### src/sv/fcm_pkg.sv
// ----------------------------------------------------------------------------
// fcm_pkg
// Types, constants and helpers shared by the chain manager modules.
// ----------------------------------------------------------------------------
package fcm_pkg;

  localparam int TABLE_DEPTH = 4096;
  localparam int IDX_W       = $clog2(TABLE_DEPTH);
  localparam int N_W         = $clog2(TABLE_DEPTH + 1);
  localparam int BLK_W       = 16;
  localparam int OFS_W       = 28;
  localparam int CNT_W       = 13;
  localparam int CODE_W      = 3;
  localparam int CFG_W       = 13;
  localparam int BASE_SHIFT  = 8;

  localparam logic [BLK_W-1:0]  END_MARK   = 16'hFFFF;
  localparam logic [BLK_W-1:0]  FREE_MARK  = 16'h0000;
  localparam logic [CODE_W-1:0] MAX_CODE   = 3'd4;
  localparam logic [CODE_W-1:0] CODE_RESET = 3'd4;
  localparam logic [CFG_W-1:0]  COUNT_RESET = 13'd4096;

  typedef enum logic [1:0] {
    KIND_ALLOC,
    KIND_TAIL,
    KIND_FREE,
    KIND_READ
  } kind_t;

  typedef enum logic [1:0] {
    ST_OK,
    ST_FULL,
    ST_RANGE,
    ST_LONG
  } status_t;

  typedef enum logic {
    CFG_BLOCK_SIZE,
    CFG_ENTRY_COUNT
  } cfg_reg_t;

  typedef enum logic [3:0] {
    S_CLEAR,
    S_IDLE,
    S_START,
    S_SCAN,
    S_LINK,
    S_WALK,
    S_FREE,
    S_READ,
    S_FINISH
  } state_t;

  typedef struct packed {
    kind_t            kind;
    logic [BLK_W-1:0] block;
  } req_t;

  typedef struct packed {
    logic [BLK_W-1:0] block_index;
    logic [OFS_W-1:0] data_offset;
    logic [CNT_W-1:0] freed_count;
    status_t          status;
  } rsp_t;

  // Finished request handed from the controller to the output stage.
  typedef struct packed {
    logic [BLK_W-1:0] block_index;
    logic [CNT_W-1:0] freed_count;
    status_t          status;
  } fin_t;

  typedef struct packed {
    logic             en;
    logic [IDX_W-1:0] addr;
    logic [BLK_W-1:0] data;
  } ram_wr_t;

  // Number of entries in use, held to 2 .. TABLE_DEPTH.
  function automatic logic [N_W-1:0] eff_count(input logic [CFG_W-1:0] cnt);
    logic [31:0] c;
    c = 32'(cnt);
    if (c > 32'(TABLE_DEPTH)) begin
      c = 32'(TABLE_DEPTH);
    end else if (c < 32'd2) begin
      c = 32'd2;
    end
    return N_W'(c);
  endfunction

endpackage

### src/sv/fcm_result.sv
// ----------------------------------------------------------------------------
// fcm_result
// Output register: adds the data offset and holds the result until taken.
// ----------------------------------------------------------------------------
module fcm_result (
  input  logic                           clk,
  input  logic                           rst,
  input  logic [fcm_pkg::N_W-1:0]        n,
  input  logic [fcm_pkg::CODE_W-1:0]     block_size_code,
  input  fcm_pkg::fin_t                  fin,
  input  logic                           fin_load,
  output logic                           res_busy,
  output logic                           rsp_valid,
  input  logic                           rsp_stall,
  output fcm_pkg::rsp_t                  rsp
);

  logic [fcm_pkg::CODE_W-1:0] code_c;
  logic [3:0]                 shamt;
  logic                       in_range;
  logic [fcm_pkg::OFS_W-1:0]  offset;

  assign res_busy = rsp_valid && rsp_stall;
  assign code_c   = (block_size_code > fcm_pkg::MAX_CODE) ? fcm_pkg::MAX_CODE : block_size_code;
  assign shamt    = 4'(fcm_pkg::BASE_SHIFT) + 4'(code_c);
  assign in_range = (fin.status == fcm_pkg::ST_OK) && (fin.block_index != '0) &&
                    (32'(fin.block_index) < 32'(n));
  assign offset   = in_range ?
                    (fcm_pkg::OFS_W'(fin.block_index - fcm_pkg::BLK_W'(1)) << shamt) : '0;

  always_ff @(posedge clk) begin
    if (rst) begin
      rsp_valid <= 1'b0;
    end else if (fin_load) begin
      rsp_valid <= 1'b1;
    end else if (!rsp_stall) begin
      rsp_valid <= 1'b0;
    end
  end

  always_ff @(posedge clk) begin
    if (fin_load) begin
      rsp.block_index <= fin.block_index;
      rsp.data_offset <= offset;
      rsp.freed_count <= fin.freed_count;
      rsp.status      <= fin.status;
    end
  end

endmodule

### config.mk
export PLATFORM = sky130hd
export DESIGN_NAME = fcm_result
export DESIGN_NICKNAME = d
export VERILOG_FILES = /design/src/sv/fcm_pkg.sv /design/src/sv/fcm_result.sv
export SDC_FILE = /design/constraint.sdc
export NUM_CORES = 1
export LEC_CHECK = 0
export BUFFER_PORTS_ARGS = -buffer_cell sky130_fd_sc_hd__buf_2
export CORE_AREA = 2 2 88 111
export DETAILED_ROUTE_END_ITERATION = 8
export DIE_AREA = 0 0 90 113
export GPL_ROUTABILITY_DRIVEN = 0
export PLACE_DENSITY = 0.68
export SETUP_SLACK_MARGIN = 0.5
export SLEW_MARGIN = 5
export SYNTH_ARGS = -nofsm -noshare
export SYNTH_HDL_FRONTEND = slang
export SYNTH_SLANG_ARGS = --single-unit
### constraint.sdc
create_clock -name clk -period 4.2 [get_ports clk]
set_clock_uncertainty 0.15 [all_clocks]
set_input_delay 0.21 -clock clk [delete_from_list [all_inputs] [get_ports clk]]
set_output_delay 0.21 -clock clk [all_outputs]
set_load 0.05 [all_outputs]
==> results.yml, run 1 <==
global_route:
  grt_first_pass_wirelength_um: 12370
  grt_pass1_vias: 2549
  grt_max_degree: 53
  antenna_found_initial: 0
  grt_usage_pct: 15.07
  overflow: 0
clock_network:
  clockBufferDepth: 2
  clock_sinks: 52
  clk_pin_slew_worst_paths_ps: 70
  htreeDepth: 2
  cts_tree: "done"
  ctsResizeCount: 0
  insertion_delay_ps: 290
  post-cts-setup-buffers: 0
  root_buffer: "clkbuf_16"
  cts_buffers: 5
synth:
  yosysTopAreaCellShare_pct: 49.18
  synth-edff-count: 51
  ys_types: 55
  ys_seq_area_share_pct: 49.82
  synth_cells: 292
  yosys.area.top_type: "edfxtp_1"
  synth_common_cells: "51 x edfxtp_1, 20 x nand2_1, 19 x a21oi_1, 17 x inv_1, 16 x nor2_1"
  synth.most_common_cell: "edfxtp_1"
  yosys_warnings: 0
  synthArstFlopShare_pct: 0
  synth-main-ff-cell: "edfxtp_1"
  synth.avg_cell_area_um2: 10.67
  ys_ff_latch: 52
  synth_area_leaders: "edfxtp_1 49%, ha_1 5.6%, a21oi_1 3.1%, mux2i_1 2.9%, xnor2_1 2.5%"
  syn_area_um2: 3114
floorplanning:
  start_util_pct: 34.31
  coreArea_um2: 9076
  rows: 39
  die_h_um: 113
  pin_count: 112
  die-area_um2: 10170
  fp.dieW_um: 90
drt:
  vias: 2703
  drtAntennaViolNets: 0
  drc: 0
  vias_per_cell: 5.129
  wl_per_cell_um: 14.80
  drt_pass1_iterations: 4
  drt-total-wl_um: 7797
  drtIter0Drc: 172
finish:
  area_growth_pct: 29.13
  n_antenna_cell: 0
  drive_gt1_share_pct: 30.94
  nNetsFinal: 468
sta:
  worst_pin_slew_ps: 826.0
  drv_slew: 0
  period_needed_ps: 2969
  period_share_pct: 70.70
  max_freq_mhz: 336.8
  whs_ps: 11.21
  rsz0062_at_grt: "no"
  slew_headroom_pct: 44.77
  setup-violations-final: 0
  report.final.hold_viol_count: 0
  fin_setup_tns_ps: 0
critical_path:
  required_ps: 4090
  crit_fanout: 20
  r2r_start: "rsp_valid"
  cp-end-kind: "register"
  cp-start-kind: "input port"
  crit_start: "fin[21]"
  critPathKind: "input port to register"
  cp.arrival_ps: 2860
power_and_ir_drop:
  total_power_mw: 1.428
  power_density_nw_per_um2: 355.1
  leakagePower_nw: 1.655
  ir_worst_vdd_uv: 172.2
min_path:
  hp-class: "input port to register"
  min_from: "fin[16]"
run_status:
  status: "finished, final reports clean"
flow_run:
  cap_violations: 0
placement:
  io_buffers: 103
  post-dp-hpwl_um: 5638
==> path summary, 6_finish.rpt <==
path / slack, ps / endpoint / cells past startpoint
max: 1230 / rsp[37] / 8
min: 10 / rsp[44] / 1
max reg2reg: 3360 / rsp_valid / 3
min reg2reg: 470 / rsp_valid / 3
==> power by group <==
part	total, mW	switching (mW)	internal (mW)
combinational	0.352	0.257	0.0955
clock	0.460	0.180	0.280
sequential	0.615	0.00779	0.607
total	1.43	0.445	0.983
==> placed cells by master (no fill, tap or decap), drive strengths merged, types with 5 or more instances in the layout <==
cell         count
or3              6
nand3           10
conb             8
buf            105
nor2            16
a211oi           6
nand2           20
a21oi           19
nor4             8
ha              14
clkbuf           5
mux2i            9
xnor2            9
o21ai            8
nor3            12
edfxtp          51
dlygate4sd3     16
inv             17
==> logic make-up after synthesis <==
| kind of cell | share of synthesized area [%] |
|---|---|
| compound gates | 14.50 |
| fa+ha+maj | 5.625 |
| xor+xnor | 2.813 |
| other cells | 0.1204 |
| mux | 3.616 |
| simple gates | 17.12 |
| flops | 49.82 |
| buf+inv | 6.388 |
==> critical path, stage by stage <==
cell and delay [ps]:
buf_2 150, ha_1 310, a21o_1 200, a2111oi_0 450, o21ai_0 160, nand3_1 130
nand4_1 660, a2111oi_0 590
==> metrics by stage <==
stage | util (%) | setup WS (ps) | cell area (um^2) | instances
after floorplan | - | 1748 | 3141 | 299
after global placement | 40.69 | 1253 | 3694 | 503
after detailed placement | 40.69 | 930.6 | 3694 | 503
after CTS | 44.31 | 1226 | 4021 | 527
after global routing | 44.31 | 934.3 | 4021 | 527
final | 44.31 | 1231 | 4021 | 527
==> cell type report <==
| type | instances | area, um^2 |
|---|---|---|
| clock inverters | 3 | 42.54 |
| multi-input cells | 205 | 1390 |
| clock buffers | 5 | 125.1 |
| inverters | 18 | 67.56 |
| fillers | 895 | 5055 |
| well taps | 123 | 153.9 |
| flip-flops and latches | 52 | 1551 |
| repair buffers | 121 | 690.7 |
==> registers in the layout, summed over array words and instances (netlist names) <==
register / cells
rsp: 51
rsp_valid: 1
==> what timing repair did <==
action,4_1_cts,5_1_grt
hold buffers,16,0
setup endpoints to repair,0,0
hold endpoints to repair,16,0
==> routing by layer <==
layer / vias up / track usage, % / share of wire [%]
met2: 105 / 25.71 / 49
met1: 1281 / 19.07 / 44
met4: 0 / 6.051 / 1.8
li1: 1310 / - / -
met3: 7 / 2.597 / 5.0
met5: - / 0 / 0
No activity file was read; power rests on OpenSTA's default activity.
==> inputs of run 2 (changes only) <==
==> constraint.sdc (replaced) <==
create_clock -name clk -period 3 [get_ports clk]
set_clock_uncertainty 0.15 [all_clocks]
set_input_delay 0.15 -clock clk [delete_from_list [all_inputs] [get_ports clk]]
set_output_delay 0.15 -clock clk [all_outputs]
set_load 0.05 [all_outputs]
==> run 2 against run 1 <==
Utilization grew 1.2 points. Worst hold slack got worse by 7.2 ps. Flip-flop and latch count is the same. Die area unchanged. Via count is 1.4% lower. Global-route usage up 0.79 points. Cell area increased by 2.7%. Sequential power grew 40%. Non-clock buffer count increased by 10. Critical endpoint is now rsp[39]. Largest power group unchanged. Highest routed layer unchanged.
==> results.yml, run 2 (synthesis gave the netlist of run 1 again) <==
run_status:
  status: "finished, final reports clean"
drt:
  drtIter0Drc: 264
  vias_per_cell: 4.961
  vias: 2664
  drt_pass1_iterations: 4
  drtAntennaViolNets: 0
  drt-total-wl_um: 7956
  drc: 0
  wl_per_cell_um: 14.82
clock_network:
  root_buffer: "clkbuf_16"
  cts_buffers: 5
  clockBufferDepth: 2
  cts_tree: "done"
  insertion_delay_ps: 290
  htreeDepth: 2
  clk_pin_slew_worst_paths_ps: 60
  clock_sinks: 52
  post-cts-setup-buffers: 0
sta:
  max_freq_mhz: 423.0
  period_share_pct: 78.81
  slew_headroom_pct: 56.97
  period_needed_ps: 2364
  drv_slew: 0
  worst_pin_slew_ps: 645.4
  whs_ps: 4.022
  setup-violations-final: 0
  rsz0062_at_grt: "yes"
  setup_ws_ps: 635.7
  report.final.hold_viol_count: 0
  fin_setup_tns_ps: 0
placement:
  dpl.cell_count: 504
  io_buffers: 103
  place_area_um2: 3701
  post-dp-hpwl_um: 5758
  dp_slack_ps: 266.1
power_and_ir_drop:
  ir_worst_vdd_uv: 202.0
  power_frac_clock_pct: 32.0
  switching_share_pct: 31.05
  power_density_nw_per_um2: 486.3
  combPwrFrac_pct: 25.1
  p_sw_mw: 0.6239
  total_power_mw: 2.009
  p_seq_share_pct: 42.9
  p_int_mw: 1.385
  leakagePower_nw: 1.701
global_route:
  grt_first_pass_wirelength_um: 12930
  grt_max_degree: 37
  overflow: 0
  grt_usage_pct: 15.87
  antenna_found_initial: 0
  grt_pass1_vias: 2713
floorplanning:
  coreArea_um2: 9076
  die_h_um: 113
  die-area_um2: 10170
  rows: 39
  pin_count: 112
  start_util_pct: 34.31
  fp.dieW_um: 90
finish:
  n_antenna_cell: 0
  final_util_pct: 45.52
  final_common_cell: "buf_2"
  fin_area_um2: 4131
  largest_reg_flops: 51
  layout.cells.non_filler: 537
  area_growth_pct: 32.66
  nNetsFinal: 478
  top_register: "rsp"
  most-common-layout-cells: "103 x buf_2, 51 x edfxtp_1, 25 x dlygate4sd3_1"
  drive_gt1_share_pct: 30.92
  top_regs: "rsp x51, rsp_valid x1"
critical_path:
  critPathKind: "input port to register"
  cp-start-kind: "input port"
  cp.arrival_ps: 2250
  required_ps: 2890
  crit_fanout: 11
  cp-end-kind: "register"
flow_run:
  cap_violations: 0
min_path:
  hp-class: "input port to register"
[run 2: cell types whose count changed in the layout (fill, tap and decap cells not counted)]
cell and delta:
clkbuf_1 +1, or3_1 -1, buf_4 +1, or3_4 +1, o31ai_1 -1, nor4_2 +1, clkinvlp_4 -1, dlygate4sd3_1 +9
nor4_1 -1, o31ai_2 +1
[run 2: worst paths after layout]
kind / depth (start not counted) / to / start / slack (ps)
worst max-delay path: 7 / rsp[39] / fin[18] / 640
worst min-delay path: 1 / rsp[47] / fin[19] / 4
worst max register to register: 3 / rsp_valid / rsp_valid / 2170
worst min register to register: 3 / rsp_valid / rsp_valid / 470
[run 2: layout make-up]
type,instances,area (um^2)
clock buffers,6,128.9
inverters,18,67.56
multi-input cells,205,1406
clock inverters,2,35.03
repair buffers,131,788.3
flip-flops and latches,52,1551
fillers,876,4945
well taps,123,153.9
[run 2: layer usage]
metal | vias to the layer above | global-route usage (%) | share of wire (%)
li1 | 1332 | - | -
met4 | 0 | 6.667 | 1.8
met3 | 10 | 2.863 | 5.6
met1 | 1219 | 19.35 | 43
met5 | - | 0 | 0
met2 | 103 | 27.67 | 49
[run 2: power groups by stage]
stage	combinational (mW)	sequential [mW]	clock (mW)
after floorplan	0.164	1.06	0
after global placement	0.469	0.878	0
after detailed placement	0.475	0.879	0
after CTS	0.502	0.863	0.669
after global routing	0.540	0.867	0.686
final	0.504	0.862	0.642
[run 2: repair_timing]
| item | 4_1_cts | 5_1_grt |
|---|---|---|
| endpoints found under the hold margin | 25 | 0 |
| hold buffers | 25 | 0 |
| resized for setup | 0 | 3 |
| endpoints found under the setup margin | 0 | 8 |
[run 2: worst max-delay path, stage by stage]
cell	delay, ps
buf_2	160
or4_4	620
or3_4	440
o311a_1	310
a2111o_1	380
o41ai_1	60
a211oi_1	130
==> inputs of run 3 (changes only) <==
--- a/config.mk
+++ b/config.mk
@@ -10,7 +10,7 @@
 export DETAILED_ROUTE_END_ITERATION = 8
 export DIE_AREA = 0 0 90 113
 export GPL_ROUTABILITY_DRIVEN = 0
-export PLACE_DENSITY = 0.68
+export PLACE_DENSITY = 0.7
 export SETUP_SLACK_MARGIN = 0.5
 export SLEW_MARGIN = 5
 export SYNTH_ARGS = -nofsm -noshare
==> constraint.sdc (replaced) <==
create_clock -name clk -period 1.99 [get_ports clk]
set_clock_uncertainty 0.15 [all_clocks]
set_input_delay 0.0995 -clock clk [delete_from_list [all_inputs] [get_ports clk]]
set_output_delay 0.0995 -clock clk [all_outputs]
set_load 0.05 [all_outputs]
==> run 3 against run 2 <==
Worst setup slack worse by 800 ps. Cell area increased by 25%. The run now ends with setup timing left. Clock power is 92% higher. Utilization rose by 12 points. Largest power group unchanged. Sequential power up 51%.
==> results.yml, run 3 (synthesis gave the netlist of run 1 again) <==
placement:
  post-dp-hpwl_um: 6531
  dp_slack_ps: -583.1
  io_buffers: 103
  dpl.cell_count: 567
  place_area_um2: 4303
critical_path:
  crit_fanout: 5
  crit_chain: "buf_6, or4_4, or3_4, o311a_1, a2111o_1, o41ai_2, a211oi_1"
  cp_slowest_cell: "or4_4"
  r2r_start: "rsp_valid"
  r2r_cells: 4
  required_ps: 1870
  crit_path_max_incr_delay_ps: 560
  cp-start-kind: "input port"
  crit_start: "fin[21]"
  cp.arrival_ps: 2030
  cp-end-kind: "register"
  critPathKind: "input port to register"
finish:
  largest_reg_flops: 51
  final_common_cell: "buf_2"
  n_antenna_cell: 0
  layout.cells.non_filler: 612
  most-common-layout-cells: "101 x buf_2, 68 x buf_4, 51 x edfxtp_1"
  n_fill_cell: 790
  top_regs: "rsp x51, rsp_valid x1"
  fin_area_um2: 5181
  top_register: "rsp"
  area_growth_pct: 66.37
  nNetsFinal: 553
  drive_gt1_share_pct: 51.53
run_status:
  violations: "setup timing"
  status: "finished with violations"
min_path:
  min_from: "fin[24]"
  hp-class: "input port to register"
  min_delay_path_depth: 2
floorplanning:
  start_util_pct: 34.31
  fp.dieW_um: 90
  coreArea_um2: 9076
  die_h_um: 113
  die-area_um2: 10170
  pin_count: 112
  rows: 39
sta:
  rsz0062_at_grt: "yes"
  drv_slew: 0
  max_freq_mhz: 465.0
  period_needed_ps: 2150
  whs_ps: 17.27
  setup_ws_ps: -160.5
  worst_pin_slew_ps: 723.1
  period_share_pct: 108.1
  slew_headroom_pct: 51.61
  report.final.hold_viol_count: 0
  setup-violations-final: 10
drt:
  drtAntennaViolNets: 0
  drt-total-wl_um: 9474
  dr_wl_met2_um: 4991
  drc: 0
  vias: 3133
  wl_per_cell_um: 15.48
  drt_pass1_iterations: 5
  vias_per_cell: 5.119
  highest-signal-layer: "met4"
  wl_met3_um: 563
  drtIter0Drc: 198
  wl_met1_um: 3678
power_and_ir_drop:
  total_power_mw: 3.481
  ir_worst_vdd_uv: 363.1
  leakagePower_nw: 2.218
  power_density_nw_per_um2: 671.8
global_route:
  overflow: 0
  grt_usage_pct: 17.87
  grt_max_degree: 53
  antenna_found_initial: 0
  grt_first_pass_wirelength_um: 14630
  grt_pass1_vias: 3095
clock_network:
  clock_sinks: 52
  root_buffer: "clkbuf_16"
  clk_pin_slew_worst_paths_ps: 70
  htreeDepth: 2
  cts_buffers: 5
  insertion_delay_ps: 290
  cts_tree: "done"
  clockBufferDepth: 2
flow_run:
  cap_violations: 0
-- run 3: what timing repair did --
| item | in CTS | in global routing |
|---|---|---|
| hold buffers | 27 | 0 |
| pin swaps | 22 | 20 |
| buffers inserted | 8 | 2 |
| setup endpoints to repair | 20 | 20 |
| endpoints found under the hold margin | 26 | 0 |
| gates resized for setup | 33 | 31 |
| gates cloned | 0 | 0 |
-- run 3: cell type report --
class	instances	area, um^2	area share [%]
clock buffers	5	125.1	2.415
flip-flops and latches	52	1551	29.94
multi-input cells	205	1778	34.32
clock inverters	3	90.09	1.739
well taps	123	153.9	2.970
inverters	18	67.56	1.304
repair buffers	206	1415	27.31
-- run 3: routing by layer --
layer  global-route usage, %  vias up
li1                        -     1476
met1                   21.12     1501
met5                       0        -
met2                   32.43      137
met3                   2.863       19
met4                   7.077        0
-- run 3: worst paths after layout --
| kind | end | slack (ps) |
|---|---|---|
| setup / recovery | rsp[39] | -160 |
| hold / removal | rsp[52] | 20 |
| setup reg to reg | rsp_valid | 600 |
| hold reg to reg | rsp_valid | 980 |
-- run 3: stage by stage --
step / TNS, ps / utilization (%)
5_1_grt: -1709 / 57.09
3_3_place_gp: -7934 / 47.41
6_report: -878.6 / 57.09
4_1_cts: -635.3 / 55.09
2_1_floorplan: -1709 / -
3_5_place_dp: -7540 / 47.41
-- run 3: power breakdown --
group / leakage, nW / switching [mW] / internal (mW)
clock network: 0.104 / 0.386 / 0.847
registers: 0.502 / 0.0182 / 1.28
logic: 1.61 / 0.621 / 0.326
total: 2.22 / 1.03 / 2.46
-- run 3: worst max-delay path, delay by kind of cell --
family                 cells  cell delay, ps
AO/OA/AOI/OAI              4             890
buffers and inverters      1              90
AND/OR/NAND/NOR            2             940
