### src/sv/fcm_pkg.sv
// ----------------------------------------------------------------------------
// fcm_pkg
// Types, constants and helpers shared by the chain manager modules.
// ----------------------------------------------------------------------------
package fcm_pkg;

  localparam int TABLE_DEPTH = 4096;
  localparam int IDX_W       = $clog2(TABLE_DEPTH);
  localparam int N_W         = $clog2(TABLE_DEPTH + 1);
  localparam int BLK_W       = 16;
  localparam int OFS_W       = 28;
  localparam int CNT_W       = 13;
  localparam int CODE_W      = 3;
  localparam int CFG_W       = 13;
  localparam int BASE_SHIFT  = 8;

  localparam logic [BLK_W-1:0]  END_MARK   = 16'hFFFF;
  localparam logic [BLK_W-1:0]  FREE_MARK  = 16'h0000;
  localparam logic [CODE_W-1:0] MAX_CODE   = 3'd4;
  localparam logic [CODE_W-1:0] CODE_RESET = 3'd4;
  localparam logic [CFG_W-1:0]  COUNT_RESET = 13'd4096;

  typedef enum logic [1:0] {
    KIND_ALLOC,
    KIND_TAIL,
    KIND_FREE,
    KIND_READ
  } kind_t;

  typedef enum logic [1:0] {
    ST_OK,
    ST_FULL,
    ST_RANGE,
    ST_LONG
  } status_t;

  typedef enum logic {
    CFG_BLOCK_SIZE,
    CFG_ENTRY_COUNT
  } cfg_reg_t;

  typedef enum logic [3:0] {
    S_CLEAR,
    S_IDLE,
    S_START,
    S_SCAN,
    S_LINK,
    S_WALK,
    S_FREE,
    S_READ,
    S_FINISH
  } state_t;

  typedef struct packed {
    kind_t            kind;
    logic [BLK_W-1:0] block;
  } req_t;

  typedef struct packed {
    logic [BLK_W-1:0] block_index;
    logic [OFS_W-1:0] data_offset;
    logic [CNT_W-1:0] freed_count;
    status_t          status;
  } rsp_t;

  // Finished request handed from the controller to the output stage.
  typedef struct packed {
    logic [BLK_W-1:0] block_index;
    logic [CNT_W-1:0] freed_count;
    status_t          status;
  } fin_t;

  typedef struct packed {
    logic             en;
    logic [IDX_W-1:0] addr;
    logic [BLK_W-1:0] data;
  } ram_wr_t;

  // Number of entries in use, held to 2 .. TABLE_DEPTH.
  function automatic logic [N_W-1:0] eff_count(input logic [CFG_W-1:0] cnt);
    logic [31:0] c;
    c = 32'(cnt);
    if (c > 32'(TABLE_DEPTH)) begin
      c = 32'(TABLE_DEPTH);
    end else if (c < 32'd2) begin
      c = 32'd2;
    end
    return N_W'(c);
  endfunction

endpackage

### src/sv/fcm_ctrl.sv
// ----------------------------------------------------------------------------
// fcm_ctrl
// Request sequencer: clearing pass, free-entry scan, chain walks and frees.
// ----------------------------------------------------------------------------
module fcm_ctrl (
  input  logic                          clk,
  input  logic                          rst,
  input  logic [fcm_pkg::N_W-1:0]       n,
  input  logic                          req_valid,
  output logic                          req_stall,
  input  fcm_pkg::req_t                 req,
  output logic [fcm_pkg::IDX_W-1:0]     rd_addr,
  input  logic [fcm_pkg::BLK_W-1:0]     rd_data,
  output fcm_pkg::ram_wr_t              wr,
  output fcm_pkg::fin_t                 fin,
  output logic                          fin_load,
  input  logic                          res_busy
);

  fcm_pkg::state_t                 state;
  fcm_pkg::state_t                 state_next;
  logic [fcm_pkg::IDX_W-1:0]       clr_addr;
  fcm_pkg::kind_t                  kind;
  logic [fcm_pkg::BLK_W-1:0]       blk;
  logic [fcm_pkg::IDX_W-1:0]       cur;
  logic [fcm_pkg::CNT_W-1:0]       visited;
  logic [fcm_pkg::N_W-1:0]         scan_addr;
  logic                            chk_valid;
  logic [fcm_pkg::IDX_W-1:0]       chk_addr;
  logic [fcm_pkg::IDX_W-1:0]       alloc_idx;

  logic blk_zero;
  logic blk_over;
  logic link_end;
  logic link_bad;
  logic walk_long;
  logic scan_more;
  logic scan_hit;
  logic clr_last;

  assign blk_zero  = (blk == fcm_pkg::FREE_MARK);
  assign blk_over  = (32'(blk) >= 32'(n));
  assign link_end  = (rd_data == fcm_pkg::END_MARK);
  assign link_bad  = (rd_data == fcm_pkg::FREE_MARK) || (32'(rd_data) >= 32'(n));
  assign walk_long = (32'(visited) >= (32'(n) - 32'd1));
  assign scan_more = (32'(scan_addr) < 32'(n));
  assign scan_hit  = chk_valid && (rd_data == fcm_pkg::FREE_MARK);
  assign clr_last  = (clr_addr == fcm_pkg::IDX_W'(fcm_pkg::TABLE_DEPTH - 1));

  always_comb begin
    state_next = state;
    unique case (state)
      fcm_pkg::S_CLEAR: begin
        if (clr_last) state_next = fcm_pkg::S_IDLE;
      end
      fcm_pkg::S_IDLE: begin
        if (req_valid) state_next = fcm_pkg::S_START;
      end
      fcm_pkg::S_START: begin
        unique case (kind)
          fcm_pkg::KIND_ALLOC: begin
            state_next = (!blk_zero && blk_over) ? fcm_pkg::S_FINISH : fcm_pkg::S_SCAN;
          end
          fcm_pkg::KIND_READ: begin
            state_next = (blk_zero || blk_over) ? fcm_pkg::S_FINISH : fcm_pkg::S_READ;
          end
          fcm_pkg::KIND_TAIL, fcm_pkg::KIND_FREE: begin
            state_next = (blk_zero || blk_over) ? fcm_pkg::S_FINISH : fcm_pkg::S_WALK;
          end
          default: state_next = fcm_pkg::S_FINISH;
        endcase
      end
      fcm_pkg::S_SCAN: begin
        if (scan_hit) begin
          state_next = blk_zero ? fcm_pkg::S_FINISH : fcm_pkg::S_LINK;
        end else if (!scan_more && !chk_valid) begin
          state_next = fcm_pkg::S_FINISH;
        end
      end
      fcm_pkg::S_LINK: state_next = fcm_pkg::S_FINISH;
      fcm_pkg::S_WALK: begin
        if (link_end) begin
          state_next = (kind == fcm_pkg::KIND_FREE) ? fcm_pkg::S_FREE : fcm_pkg::S_FINISH;
        end else if (link_bad || walk_long) begin
          state_next = fcm_pkg::S_FINISH;
        end
      end
      fcm_pkg::S_FREE: begin
        if (link_end) state_next = fcm_pkg::S_FINISH;
      end
      fcm_pkg::S_READ: state_next = fcm_pkg::S_FINISH;
      fcm_pkg::S_FINISH: begin
        if (!res_busy) state_next = fcm_pkg::S_IDLE;
      end
      default: state_next = fcm_pkg::S_IDLE;
    endcase
  end

  always_comb begin
    req_stall = (state != fcm_pkg::S_IDLE);
    fin_load  = (state == fcm_pkg::S_FINISH) && !res_busy;
    rd_addr   = cur;
    wr        = '0;
    unique case (state)
      fcm_pkg::S_CLEAR: begin
        wr.en   = 1'b1;
        wr.addr = clr_addr;
        wr.data = (clr_addr == fcm_pkg::IDX_W'(1)) ? fcm_pkg::END_MARK : fcm_pkg::FREE_MARK;
      end
      fcm_pkg::S_START: rd_addr = blk[fcm_pkg::IDX_W-1:0];
      fcm_pkg::S_SCAN: begin
        rd_addr = scan_addr[fcm_pkg::IDX_W-1:0];
        if (scan_hit) begin
          wr.en   = 1'b1;
          wr.addr = chk_addr;
          wr.data = fcm_pkg::END_MARK;
        end
      end
      fcm_pkg::S_LINK: begin
        wr.en   = 1'b1;
        wr.addr = blk[fcm_pkg::IDX_W-1:0];
        wr.data = fcm_pkg::BLK_W'(alloc_idx);
      end
      fcm_pkg::S_WALK: begin
        // At the tail the free pass restarts from the head of the chain.
        rd_addr = link_end ? blk[fcm_pkg::IDX_W-1:0] : rd_data[fcm_pkg::IDX_W-1:0];
      end
      fcm_pkg::S_FREE: begin
        // The chain was checked, so the next entry is never the one cleared here.
        wr.en   = 1'b1;
        wr.addr = cur;
        wr.data = fcm_pkg::FREE_MARK;
        rd_addr = rd_data[fcm_pkg::IDX_W-1:0];
      end
      default: ;
    endcase
  end

  always_ff @(posedge clk) begin
    if (rst) begin
      state     <= fcm_pkg::S_CLEAR;
      clr_addr  <= '0;
      chk_valid <= 1'b0;
    end else begin
      state <= state_next;
      unique case (state)
        fcm_pkg::S_CLEAR: clr_addr <= clr_addr + fcm_pkg::IDX_W'(1);
        fcm_pkg::S_IDLE: begin
          if (req_valid) begin
            kind <= req.kind;
            blk  <= req.block;
          end
        end
        fcm_pkg::S_START: begin
          cur             <= blk[fcm_pkg::IDX_W-1:0];
          visited         <= fcm_pkg::CNT_W'(1);
          scan_addr       <= fcm_pkg::N_W'(1);
          chk_valid       <= 1'b0;
          fin.block_index <= '0;
          fin.freed_count <= '0;
          fin.status      <= fcm_pkg::ST_OK;
          if (kind == fcm_pkg::KIND_ALLOC) begin
            if (!blk_zero && blk_over) fin.status <= fcm_pkg::ST_RANGE;
          end else if (blk_zero || blk_over) begin
            fin.status <= fcm_pkg::ST_RANGE;
          end
        end
        fcm_pkg::S_SCAN: begin
          if (scan_hit) begin
            alloc_idx       <= chk_addr;
            fin.block_index <= fcm_pkg::BLK_W'(chk_addr);
          end else if (scan_more) begin
            chk_valid <= 1'b1;
            chk_addr  <= scan_addr[fcm_pkg::IDX_W-1:0];
            scan_addr <= scan_addr + fcm_pkg::N_W'(1);
          end else begin
            chk_valid <= 1'b0;
            if (!chk_valid) fin.status <= fcm_pkg::ST_FULL;
          end
        end
        fcm_pkg::S_WALK: begin
          if (link_end) begin
            fin.block_index <= fcm_pkg::BLK_W'(cur);
            if (kind == fcm_pkg::KIND_FREE) fin.freed_count <= visited;
            cur <= blk[fcm_pkg::IDX_W-1:0];
          end else if (link_bad) begin
            fin.status <= fcm_pkg::ST_RANGE;
          end else if (walk_long) begin
            fin.status <= fcm_pkg::ST_LONG;
          end else begin
            cur     <= rd_data[fcm_pkg::IDX_W-1:0];
            visited <= visited + fcm_pkg::CNT_W'(1);
          end
        end
        fcm_pkg::S_FREE: cur <= rd_data[fcm_pkg::IDX_W-1:0];
        fcm_pkg::S_READ: fin.block_index <= rd_data;
        default: ;
      endcase
    end
  end

endmodule

### config.mk
export PLATFORM = sky130hd
export DESIGN_NAME = fcm_ctrl
export DESIGN_NICKNAME = d
export VERILOG_FILES = /design/src/sv/fcm_pkg.sv /design/src/sv/fcm_ctrl.sv
export SDC_FILE = /design/constraint.sdc
export NUM_CORES = 1
export LEC_CHECK = 0
export BUFFER_PORTS_ARGS = -buffer_cell sky130_fd_sc_hd__buf_4
export CAP_MARGIN = 40
export CORE_MARGIN = 8
export CORE_UTILIZATION = 45
export CTS_CLUSTER_DIAMETER = 120
export DETAILED_ROUTE_END_ITERATION = 10
export HOLD_SLACK_MARGIN = 0.08
export PLACE_DENSITY = 0.66
export SLEW_MARGIN = 0
export SYNTH_ARGS = -nofsm -noshare
export SYNTH_HDL_FRONTEND = slang
export SYNTH_SLANG_ARGS = --single-unit
### constraint.sdc
create_clock -name clk -period 8.44 [get_ports clk]
set_input_delay 1.688 -clock clk [delete_from_list [all_inputs] [get_ports clk]]
set_output_delay 1.688 -clock clk [all_outputs]
set_load 0.02 [all_outputs]
==> impl.org, run 1 <==
** Flow run
- The tool flagged a number of max-cap violations equal to 0.

** STA
- Setup repair after global routing left no endpoint under its margin.
- At the pin with the least slew margin, the transition time is between 700 and 800 ps.
- For this run, the top clock speed supported by timing is 167 MHz.
- In this run the tightest slew margin relative to its limit is between 40 and 50%.
- Tcrit/Tclk final :: ~71%
- For the final database, setup skew stands at 10.2 ps.
- Max Transition Viols Final :: 0
- Smallest setup slack after layout :: 2450 ps
- Total negative slack for setup checks :: 0 ps
- Final worst path period need :: between 5000 and 6000 ps
- Final setup violation count :: 0
- Fin. Hold Viols :: 0

** Critical path
- Critical Path, Cell by Cell :: buf_4 > nor4_1 > and4_1 > nor4b_2 > and3_1 > a41o_1 > a21o_1 > buf_4
- The endpoint identified for the worst register-to-register timing path is visited[8].
- CP max stage cell :: and3_1
- The cell that appears most often on the critical path is buf_4.
- Startpoint class of the critical path :: input port
- Data required time at the worst endpoint :: approximately 6800 ps
- Counting cells, the worst reg-to-reg path comes to 9.
- Startpoint of the worst-slack reg-to-reg timing path :: visited[9]
- By startpoint and endpoint, the worst setup path is classified as in -> out.
- The worst setup path is captured at an output pin.
- Max incr delay on CP :: 580 ps
- Data arrival time of the critical path :: 4300 ps
- In this run the worst path has a maximum fanout of 16.
- Setup slack on the worst reg-to-reg path comes out at roughly 5400 ps.

** GRT
- Global routing finished with a remaining overflow of 0.
- Antenna violations before repair :: 2
- Entering global routing, the biggest net connects 39 pins.
- Wire length of the first global-routing pass :: around 35000 um
- Via count of the first global-routing pass :: between 6k and 7k
- Overall Global Routing Usage :: 20.9%

** Cells and area
- The number of antenna diodes in the final layout is 0.
- Counting the fill cells in the layout gives about 1.5k.
- The post-route netlist has a little over a fifth of its cells at a drive strength greater than 1.
- The area growth from synthesis to layout is 22.3%.
- After the last flow step, the layout net total stands at 997.
- The count of cells in the finished layout, fillers not included, comes to 1124.
- Share of the core filled with cells in the final layout :: 55.8%

** Detailed routing
- After detailed routing, the average wire length per cell comes to around 20 um.
- Average vias per placed instance :: around 5.8
- Detailed-router iteration count before antenna repair :: 7
- Overall via count from detail_route :: ~6.5k
- Post-detailed-route DRC marker count :: 0
- Iter 0 DRT Violations :: between 700 and 800
- Routed Antenna Nets :: 0
- Summed over all layers, the routed wires come to 23100 um.

** Logic synthesis
- Synth Register Bits :: 128
- Of the synthesized area, sequential elements account for a little under half.
- Counting every instance in the synthesized netlist gives around 770.
- After synthesis, the mean cell area works out to roughly 10 um^2.
- Post-synthesis net count :: slightly below 900
- Top flip-flop cell by instance count after synthesis :: edfxtp_1
- Yosys warning count :: 0
- In the synthesized netlist the async set-or-reset flop fraction comes to 0%.
- The number of different library cells used by synthesis comes to between 60 and 70.
- Count of flip-flops with a built-in enable after synthesis :: 111
- Synth Cell Area :: 0.00780 mm^2

** Clocking
- Clock Tree Root :: clkbuf_16
- Htree depth :: 4
- Sink Count :: approximately 130
- Post-CTS Setup Repair Bufs :: 0
- TritonCTS clock tree :: done
- Clock latency on the worst-skew pair, taken at its later pin, is roughly 420 ps.
- After clock tree synthesis, the repair step resized 0 gates.
- Clock buffers created by TritonCTS :: 17
- Clock Pin Slew Worst Setup and Hold Paths :: around 60 ps
- Number of buffers added to fix hold violations after cts :: 0
- Max Buffers Root-to-Sink :: 2

** Place
- Setup slack after placement :: 2480 ps
- Buffers placed on the I/O ports in this run total between 100 and 150.
- Cell count after placement :: 1092
- After legalization and detailed placement, the total HPWL measured 17400 um.
- Final RePlAce weighted congestion :: 0.930

** Die
- Once the floorplan was initialized, standard cells occupied 45.6% of the core.
- Area enclosed by the die boundary :: 0.0218 mm^2
- FP Rows :: between 40 and 50
- Area of the core :: around 0.017 mm^2
- Count of pins on the block boundary :: between 100 and 150
- The die is around 150 um wide.
- From bottom edge to top edge, the die measures between 100 and 150 um.

** Power and ir drop
- After layout, the design draws a total of roughly 2.1 mW.
- PwrDens :: 222 mW/mm^2
- The worst-case IR drop observed on VDD is 0.163 mV.
- Static leakage power :: about 4.0 nW

** Worst hold path
- Class of the most critical hold timing path :: reg -> reg
- Hold Crit Endpoint :: alloc_idx[1]
- Launch instance of the worst min-delay path :: chk_addr[1]
- Along the worst hold path, the cell count comes to 0.

** Status
- Run status :: completed
area by class of cell:
class	count	area, um^2	share of cell area (%)
Clock buffer	18	429	4.50
Sequential cell	128	3670	38.5
Clock inverter	14	143	1.49
Timing Repair Buffer	138	1040	10.9
Inverter	50	188	1.97
Tap cell	225	282	2.95
Multi-Input combinational cell	551	3800	39.8
flip-flops by register name, indices dropped and copies added, names as in the netlist:
signal,cells
fin,31
kind,2
blk,16
chk_addr,12
cur,12
visited,13
clr_addr,12
chk_valid,1
scan_addr,13
state,4
alloc_idx,12
cell usage after synthesis (19+ instances only):
| cell type | number | share of area [%] |
|---|---|---|
| clkbuf_1 | 24 | 1.2 |
| xor2_1 | 20 | 2.2 |
| nor2_1 | 69 | 3.3 |
| xnor2_1 | 20 | 2.2 |
| a21oi_1 | 31 | 2.0 |
| edfxtp_1 | 111 | 43 |
| o21ai_0 | 43 | 2.8 |
| inv_1 | 50 | 2.4 |
| ha_1 | 60 | 9.6 |
| a222oi_1 | 24 | 3.1 |
| a21o_1 | 19 | 1.8 |
| nand2_1 | 82 | 3.9 |
| and3_1 | 25 | 2.0 |
| nand3_1 | 20 | 1.3 |
worst max path at each step:
stage	start	end	slack, ps	cells after the start
CTS	rd_data[0]	wr[0]	2490	8
floorplan	n[2]	cur[0]	3200	10
global route	rd_data[0]	wr[0]	2390	8
global placement	rd_data[0]	wr[4]	2600	8
detailed placement	rd_data[0]	wr[0]	2480	8
finish	rd_data[0]	wr[0]	2450	8
cells in the final DEF, fill, tap and decap left out, types with 12 or more instances in the layout:
cell type  Yosys  final
a21o_1        19     19
and3_1        25     25
nand3_1       20     20
clkbuf_16      0     17
o21ai_0       43     43
a21oi_1       31     31
xnor2_1       20     20
xor2_1        20     20
edfxtp_1     111    111
mux2i_1       12     12
buf_4          4    138
nand2_1       82     82
nand4_1       13     13
ha_1          60     60
dfxtp_1       17     17
inv_1         50     50
a222oi_1      24     24
nor2_1        69     69
where the power goes:
group,switching (mW),total [mW],internal (mW)
Combinational,0.363,0.605,0.242
Sequential,0.0514,0.796,0.745
Clock,0.282,0.715,0.433
Total,0.696,2.12,1.42
logic make-up (layout without fill, tap and decap cells):
family | after synthesis | count (layout) | synth area share, %
AO/OA/AOI/OAI | 158 | 158 | 14.3
buffers and inverters | 88 | 220 | 4.55
flip-flops | 128 | 128 | 47.1
AND/OR/NAND/NOR | 281 | 281 | 18.4
multiplexers | 12 | 12 | 1.54
XOR/XNOR | 40 | 40 | 4.49
adder cells (fa/ha/maj) | 60 | 60 | 9.62
worst max-delay path, delay by kind of cell:
kind                   cells  cell delay, ps
AND/OR/NAND/NOR            4            1680
buffers and inverters      2             270
AO/OA/AOI/OAI              2             660
metrics by stage:
stage               area, um^2  hold slack (ps)
floorplan                 7800              449
global placement          8960              490
detailed placement        8970              497
CTS                       9550              509
global route              9550              516
finish                    9550              515
routing by layer:
metal	routed length (um)	up-vias	global-route usage, %
met5	13	-	0
met4	455	2	6.22
met3	2330	32	7.21
met2	10500	344	32.2
met1	9820	3010	27.3
li1	-	3084	-
Note: power is estimated with default switching activity, not from simulation.
==> run 2, diff against run 1 <==
- clock period: 8.44 -> 5.7 ns (I/O delays scaled with it)
==> run 2 against run 1 <==
  * Clock skew is 1.7 ps lower
  * Largest cell class unchanged
  * Core utilization down 0.059 points
  * Clock power grew 40%
  * Sequential share of layout area barely moved
  * Via count increased by 0.87%
  * Power grew 45%
  * Design area shrank 0.10%
  * Wire length shrank 1.5%
  * Worst hold slack gained 1.4 ps
  * Worst setup slack lost 1200 ps
  * Register-to-register slack got worse by 2600 ps
  * Flip-flop and latch count did not move
==> impl.org, run 2 (synthesis gave the netlist of run 1 again) <==
** Critical path
- For the worst flop-to-flop path, the logic depth is 8.
- Max incr delay on CP :: between 400 and 500 ps
- Data arrival time of the critical path :: 3290 ps
- In this run the worst setup path begins at rd_data[0].
- CP max stage cell :: a41o_1
- Number of stages on the worst setup path :: 8
- Startpoint class of the critical path :: input port
- Kind of critical path :: in -> out
- For the worst setup path, the data required time is around 4600 ps.
- Startpoint of the worst-slack reg-to-reg timing path :: visited[9]
- Together, buffers and inverters on the worst path number 2.
- Walking the worst path, the cells encountered are buf_4 > nor4_1 > and4_1 > nor4b_2 > and3_1 > a41o_1 > a21o_1 > buf_4.
- Capturing element type of the critical path :: output pin
- By instance count, the cell type seen most on the critical path is buf_4.
- Of all nets on the critical path, the largest fanout is 16.
- The kind of cell with the highest combined delay along the critical path is simple AND/OR/NAND/NOR gates.

** Detailed routing
- Routed Antenna Nets :: 0
- Post-detailed-route DRC marker count :: 0
- Wires add up to between 20000 and 25000 um.
- The first detailed-routing pass took 7 iterations.
- Iter 0 DRT Violations :: about 740
- Overall via count from detail_route :: about 6.5k
- Routed length per placed instance :: roughly 20 um
- Average vias per placed instance :: ~5.8

** GRT
- The via count of the first global-routing pass came to a little over 6k.
- Overall overflow remaining after global route :: 0
- Overall Global Routing Usage :: 20.8%
- Wire length of the first global-routing pass :: approximately 35000 um
- The number of antenna violations at the first check in global routing was 0.
- Pin count of the biggest net entering global routing :: 40

** Power and ir drop
- Combinational group share of total power :: between 20% and 30%
- The analysis attributes to cell leakage a power of about 4.0 nW.
- For this design the total switching power over the nets is 1.05 mW.
- PwrDens :: roughly 320 mW/mm^2
- The internal power of the cells totals around 2 mW.
- Clock network power share :: 32.7%
- In this run switching power makes up 34.2% of total power.
- Per report_power, the sequential group accounts for around two fifths of the total.
- IR analysis of the VDD net gives a maximum drop of 0.219 mV.

** Worst hold path
- Class of the most critical hold timing path :: reg -> reg
- Cell count of the worst hold path :: 0
- Launch instance of the worst min-delay path :: chk_addr[1]

** Die
- FP Rows :: 48
- The die covers 0.0218 mm^2.
- For this design the top-level I/O count stands at 125.
- Starting Density :: 45.6%
- In this run the standard cell core region covers 0.0171 mm^2.
- The floorplan step set the die width to 148 um.
- Die Ht :: 148 um

** STA
- Across the routed clock network, the largest skew measured is 8.49 ps.
- Max Transition Viols Final :: 0
- Final setup violation count :: 0
- Tcrit/Tclk final :: around 80%
- Setup repair after global routing left no endpoint under its margin.
- Counting I/O delays and the setup requirement, the final critical path takes roughly 4400 ps.
- The count of final hold-check violations is 0.
- For the pin with the worst max-slew slack, the measured transition is roughly 750 ps.
- Setup total negative slack on the finished layout was measured at 0 ps.
- Max Freq :: between 200 and 250 MHz
- Headroom to the max-slew limit came out at between 40% and 50%.

** Clocking
- The H-tree generated during clock tree synthesis spans 4 levels.
- Max Buffers Root-to-Sink :: 2
- In this run, post-CTS repair resized a total of 0 instances.
- TritonCTS built the clock tree.
- Clock latency on the worst-skew pair :: 430 ps
- Clock buffers created by TritonCTS :: 17
- Number of buffers added to fix hold violations after cts :: 0
- After clock tree synthesis, the clock-pin slew on the worst setup and hold paths is around 60 ps.
- The root buffer cell chosen for the clock tree is clkbuf_16.
- Counting every sink on the clock net gives around 130.
- Post-CTS Setup Repair Bufs :: 0

** Cells and area
- Largest register by flop count :: fin
- Leaving out fill and tap cells, the most frequent cell in the layout is buf_4.
- In the layout the commonest cells are buf_4, edfxtp_1, nand2_1.
- The area growth from synthesis to layout is 22.2%.
- 0 antenna diodes ended up in the layout.
- Max FFs per register :: 31
- Registers with the most flip-flops :: fin x31, blk x16
- Share of the core filled with cells in the final layout :: between 50 and 60%
- The net count of the finished layout is about 1k.
- In the final layout, the share of cells above drive strength 1 is around a fifth.

** Flow run
- Across the run, the number of max-cap violations was 0.

** Place
- Final RePlAce weighted congestion :: 0.875
- Number of buffer cells added on primary ports :: approximately 120
- Sum of net half-perimeters after detailed placement :: between 15000 and 20000 um

** Status
- Run status :: completed
[run 2: stage by stage]
stage	power [mW]	std cells	cell area, um^2	hold slack [ps]	setup WS [ps]
after floorplan	1.74	767	7800	449	1010
after global placement	2.07	1094	8990	495	1170
after global routing	3.20	1127	9540	532	1140
after detailed placement	2.08	1095	9000	499	1130
after CTS	3.08	1127	9540	511	1250
final	3.07	1127	9540	516	1270
[run 2: worst register-to-register path, stage by stage, from the launching register on]
cell and delay [ps]:
edfxtp_1 470, ha_1 350, a21o_1 180, a21o_1 170
a211o_1 310, o31ai_2 290, nand2b_1 140, a2111oi_2 360
buf_4 280
[run 2: path summary, 6_finish.rpt]
check / to / slack (ps)
max: wr[6] / 1270
min: alloc_idx[1] / 520
max reg2reg: cur[0] / 2840
min reg2reg: alloc_idx[1] / 520
[run 2: final cells by class]
class | instances | area (um^2)
Fill cell | 1485 | 7580
Multi-Input combinational cell | 551 | 3800
Sequential cell | 128 | 3670
Timing Repair Buffer | 141 | 1060
Clock buffer | 18 | 429
Tap cell | 225 | 282
Inverter | 50 | 188
Clock inverter | 14 | 110
[run 2: routing by layer]
| metal | up-vias | track usage [%] | wire (um) |
|---|---|---|---|
| met4 | 0 | 7.39 | 506 |
| met3 | 29 | 5.32 | 2200 |
| met5 | - | 0 | 0 |
| li1 | 3094 | - | - |
| met2 | 327 | 31.7 | 10300 |
| met1 | 3078 | 28.0 | 9730 |
[run 2: power groups by stage]
stage	clock network (mW)	logic, mW	registers (mW)
6_report	1.00	0.892	1.18
5_1_grt	1.05	0.969	1.19
4_1_cts	1.01	0.888	1.18
3_5_place_dp	0	0.885	1.19
3_3_place_gp	0	0.878	1.19
2_1_floorplan	0	0.548	1.19
==> run 3, diff against run 2 <==
- clock period: 5.7 -> 4.5 ns (I/O delays scaled with it)
==> run 3 against run 2 <==
  * Via count shrank 1.4%
  * Non-clock buffer count grew 1
  * First-iteration DRC count shrank 14%
  * Sequential power grew 28%
  * Flip-flop and latch count is the same
  * Combinational power grew 24%
  * Clock skew shrank 1.8 ps
  * Cell count is the same
  * Highest routed layer unchanged
  * Critical path depth grew 4
==> impl.org, run 3 (synthesis gave the netlist of run 1 again) <==
** Detailed routing
- The pre-antenna-repair detailed-routing pass consisted of 8 iterations.
- Dividing the detail-routed wire length by the instance count gives 20.1 um.
- After detailed routing, the number of vias per cell comes to about 5.7.
- After detailed routing, the total wire length is 22700 um.
- Overall via count from detail_route :: between 6k and 7k
- The count of nets left with antenna violations once routing finished came out at 0.
- Iter 0 DRT Violations :: roughly 630
- For this run, design rule violations remaining after detail routing come to 0.

** Critical path
- Data arrival time of the critical path :: between 4000 and 5000 ps
- R2r setup slk :: between 1500 and 2000 ps
- STA classifies the critical path endpoint as a flip-flop.
- Data required time at the worst endpoint :: 4610 ps
- Startpoint class of the critical path :: input port
- Along the worst path, the maximum fanout reaches 12.
- Kind of critical path :: in -> reg

** Cells and area
- 0 antenna diodes ended up in the layout.
- Of the cells placed in the final design, the portion with a size suffix greater than 1 is around a fifth.
- Registers with the most flip-flops :: fin x31, blk x16
- Fin nets :: roughly 1k
- With fillers left out, the area of the finished cells amounts to roughly 0.0095 mm^2.
- The library cell used most frequently in the layout, excluding fill and tap cells, is buf_4.
- Multi-input logic area :: 0.00380 mm^2
- Relative to the synthesized area, the layout overhead comes to 22.4%.
- Most frequent cells in the layout :: buf_4, edfxtp_1, nand2_1
- Cell Count, Final, Fillers Out :: 1127
- Max FFs per register :: 31
- More flip-flops sit in one register than any other, and that register is fin.
- Combined flip-flop and latch cell area :: roughly 0.0037 mm^2
- Cells fill between 50% and 60% of the core in the end.
- Fillcell total :: about 1.5k

** Power and ir drop
- The design draws 3.89 mW.
- Static leakage power :: ~4 nW
- PwrDens :: 408 mW/mm^2
- IR analysis of the VDD net gives a maximum drop of around 0.30 mV.

** Clocking
- Htree depth :: 4
- TritonCTS built the clock tree.
- Clock Pin Slew Worst Setup and Hold Paths :: 60 ps
- Counting the buffers created by CTS gives 17.
- CTS placed an instance of clkbuf_16 at the clock tree root.
- Once the clock tree was built, the resizer swapped 0 gates to a different size.
- Sink Count :: around 130
- Number of buffers added to fix hold violations after cts :: 0
- Post-CTS Setup Repair Bufs :: 0
- The clock passes through at most 2 buffers.
- Clock latency on the worst-skew pair :: approximately 420 ps

** Die
- The total area inside the core boundary comes to 0.0171 mm^2.
- In this run the count of I/O pins placed on the die edge is between 100 and 150.
- The die covers roughly 0.022 mm^2.
- From left edge to right edge, the die measures ~150 um.
- For this configuration, the core starts out at a cell density of roughly 46%.
- The floorplan step set the die height to ~150 um.
- The floorplan has 48 rows.

** STA
- Unrepaired setup endpoints after global routing :: no
- Derived from the worst setup path, the maximum achievable clock frequency is roughly 250 MHz.
- Setup violations remaining at the end of the flow were counted as 0.
- Between clock sinks in the finished design, the worst skew comes to 6.67 ps.
- Of the available clock period, the critical path in the final layout requires 87.4%.
- Total negative slack for setup checks :: 0 ps
- The total count of max-transition violations in the final report was 0.
- Final worst path period need :: between 3000 and 4000 ps
- Slew of the pin with the lowest slew margin :: about 770 ps
- Relative slew margins :: roughly half
- Fin. Hold Viols :: 0

** GRT
- Global routing used about a fifth of the available tracks across all layers.
- Antenna violations before repair :: 0
- Via count of the first global-routing pass :: approximately 6.2k
- Pin count of the biggest net entering global routing :: 39
- Overall overflow remaining after global route :: 0
- The first global-routing pass estimated approximately 35000 um of wire.

** Place
- Cell count after placement :: around 1.1k
- In this run the cell area measured after placement is 0.00900 mm^2.
- Sum of net half-perimeters after detailed placement :: around 17000 um
- Routability-driven placement finished with a final weighted congestion of 0.871.
- Number of buffer cells added on primary ports :: approximately 120

** Status
- The flow ran to the end, and the final reports show no timing, DRC or antenna violations.

** Worst hold path
- The path class of the tightest hold or removal check is reg -> reg.

** Flow run
- The tool flagged a number of max-cap violations equal to 0.
-- run 3: power breakdown --
part	total (mW)	internal (mW)	switching [mW]	leakage, nW
Sequential	1.51	1.40	0.114	1.17
Clock	1.27	0.752	0.522	0.256
Combinational	1.11	0.453	0.654	2.61
Total	3.89	2.60	1.29	4.03
-- run 3: worst paths after layout --
path	depth (start not counted)	start	end
setup / recovery	12	n[2]	cur[9]
hold / removal	2	chk_valid	chk_valid
hold reg to reg	2	chk_valid	chk_valid
setup reg to reg	9	visited[0]	cur[9]
-- run 3: critical path, stage by stage --
cell and delay (ps):
buf_4 130, or4_1 600, nor3_1 240, xnor2_1 150, ha_1 260, a21o_1 180
a21o_1 170, a211o_1 300, o31ai_2 310, nand2b_1 150, a2111oi_2 370, buf_4 280
-- run 3: per-stage QoR --
step                hold slack, ps  setup slack (ps)
floorplan                      449              47.9
global placement               483               192
detailed placement             476               160
CTS                            492               566
global route                   518               371
finish                         497               569
-- run 3: final cells by class --
cell class              count  share of cell area [%]
clock buffers              17                    4.46
inverters                  50                    1.97
flip-flops and latches    128                    38.5
clock inverters            14                    1.23
well taps                 225                    2.95
repair buffers            142                    11.2
multi-input cells         551                    39.8
-- run 3: routing by layer --
layer / up-vias / track usage [%] / part of all wire [%]
met5: - / 0 / 0
met4: 0 / 6.94 / 2.4
met3: 33 / 4.59 / 7.3
met2: 272 / 33.4 / 46
met1: 3035 / 27.0 / 44
li1: 3097 / - / -
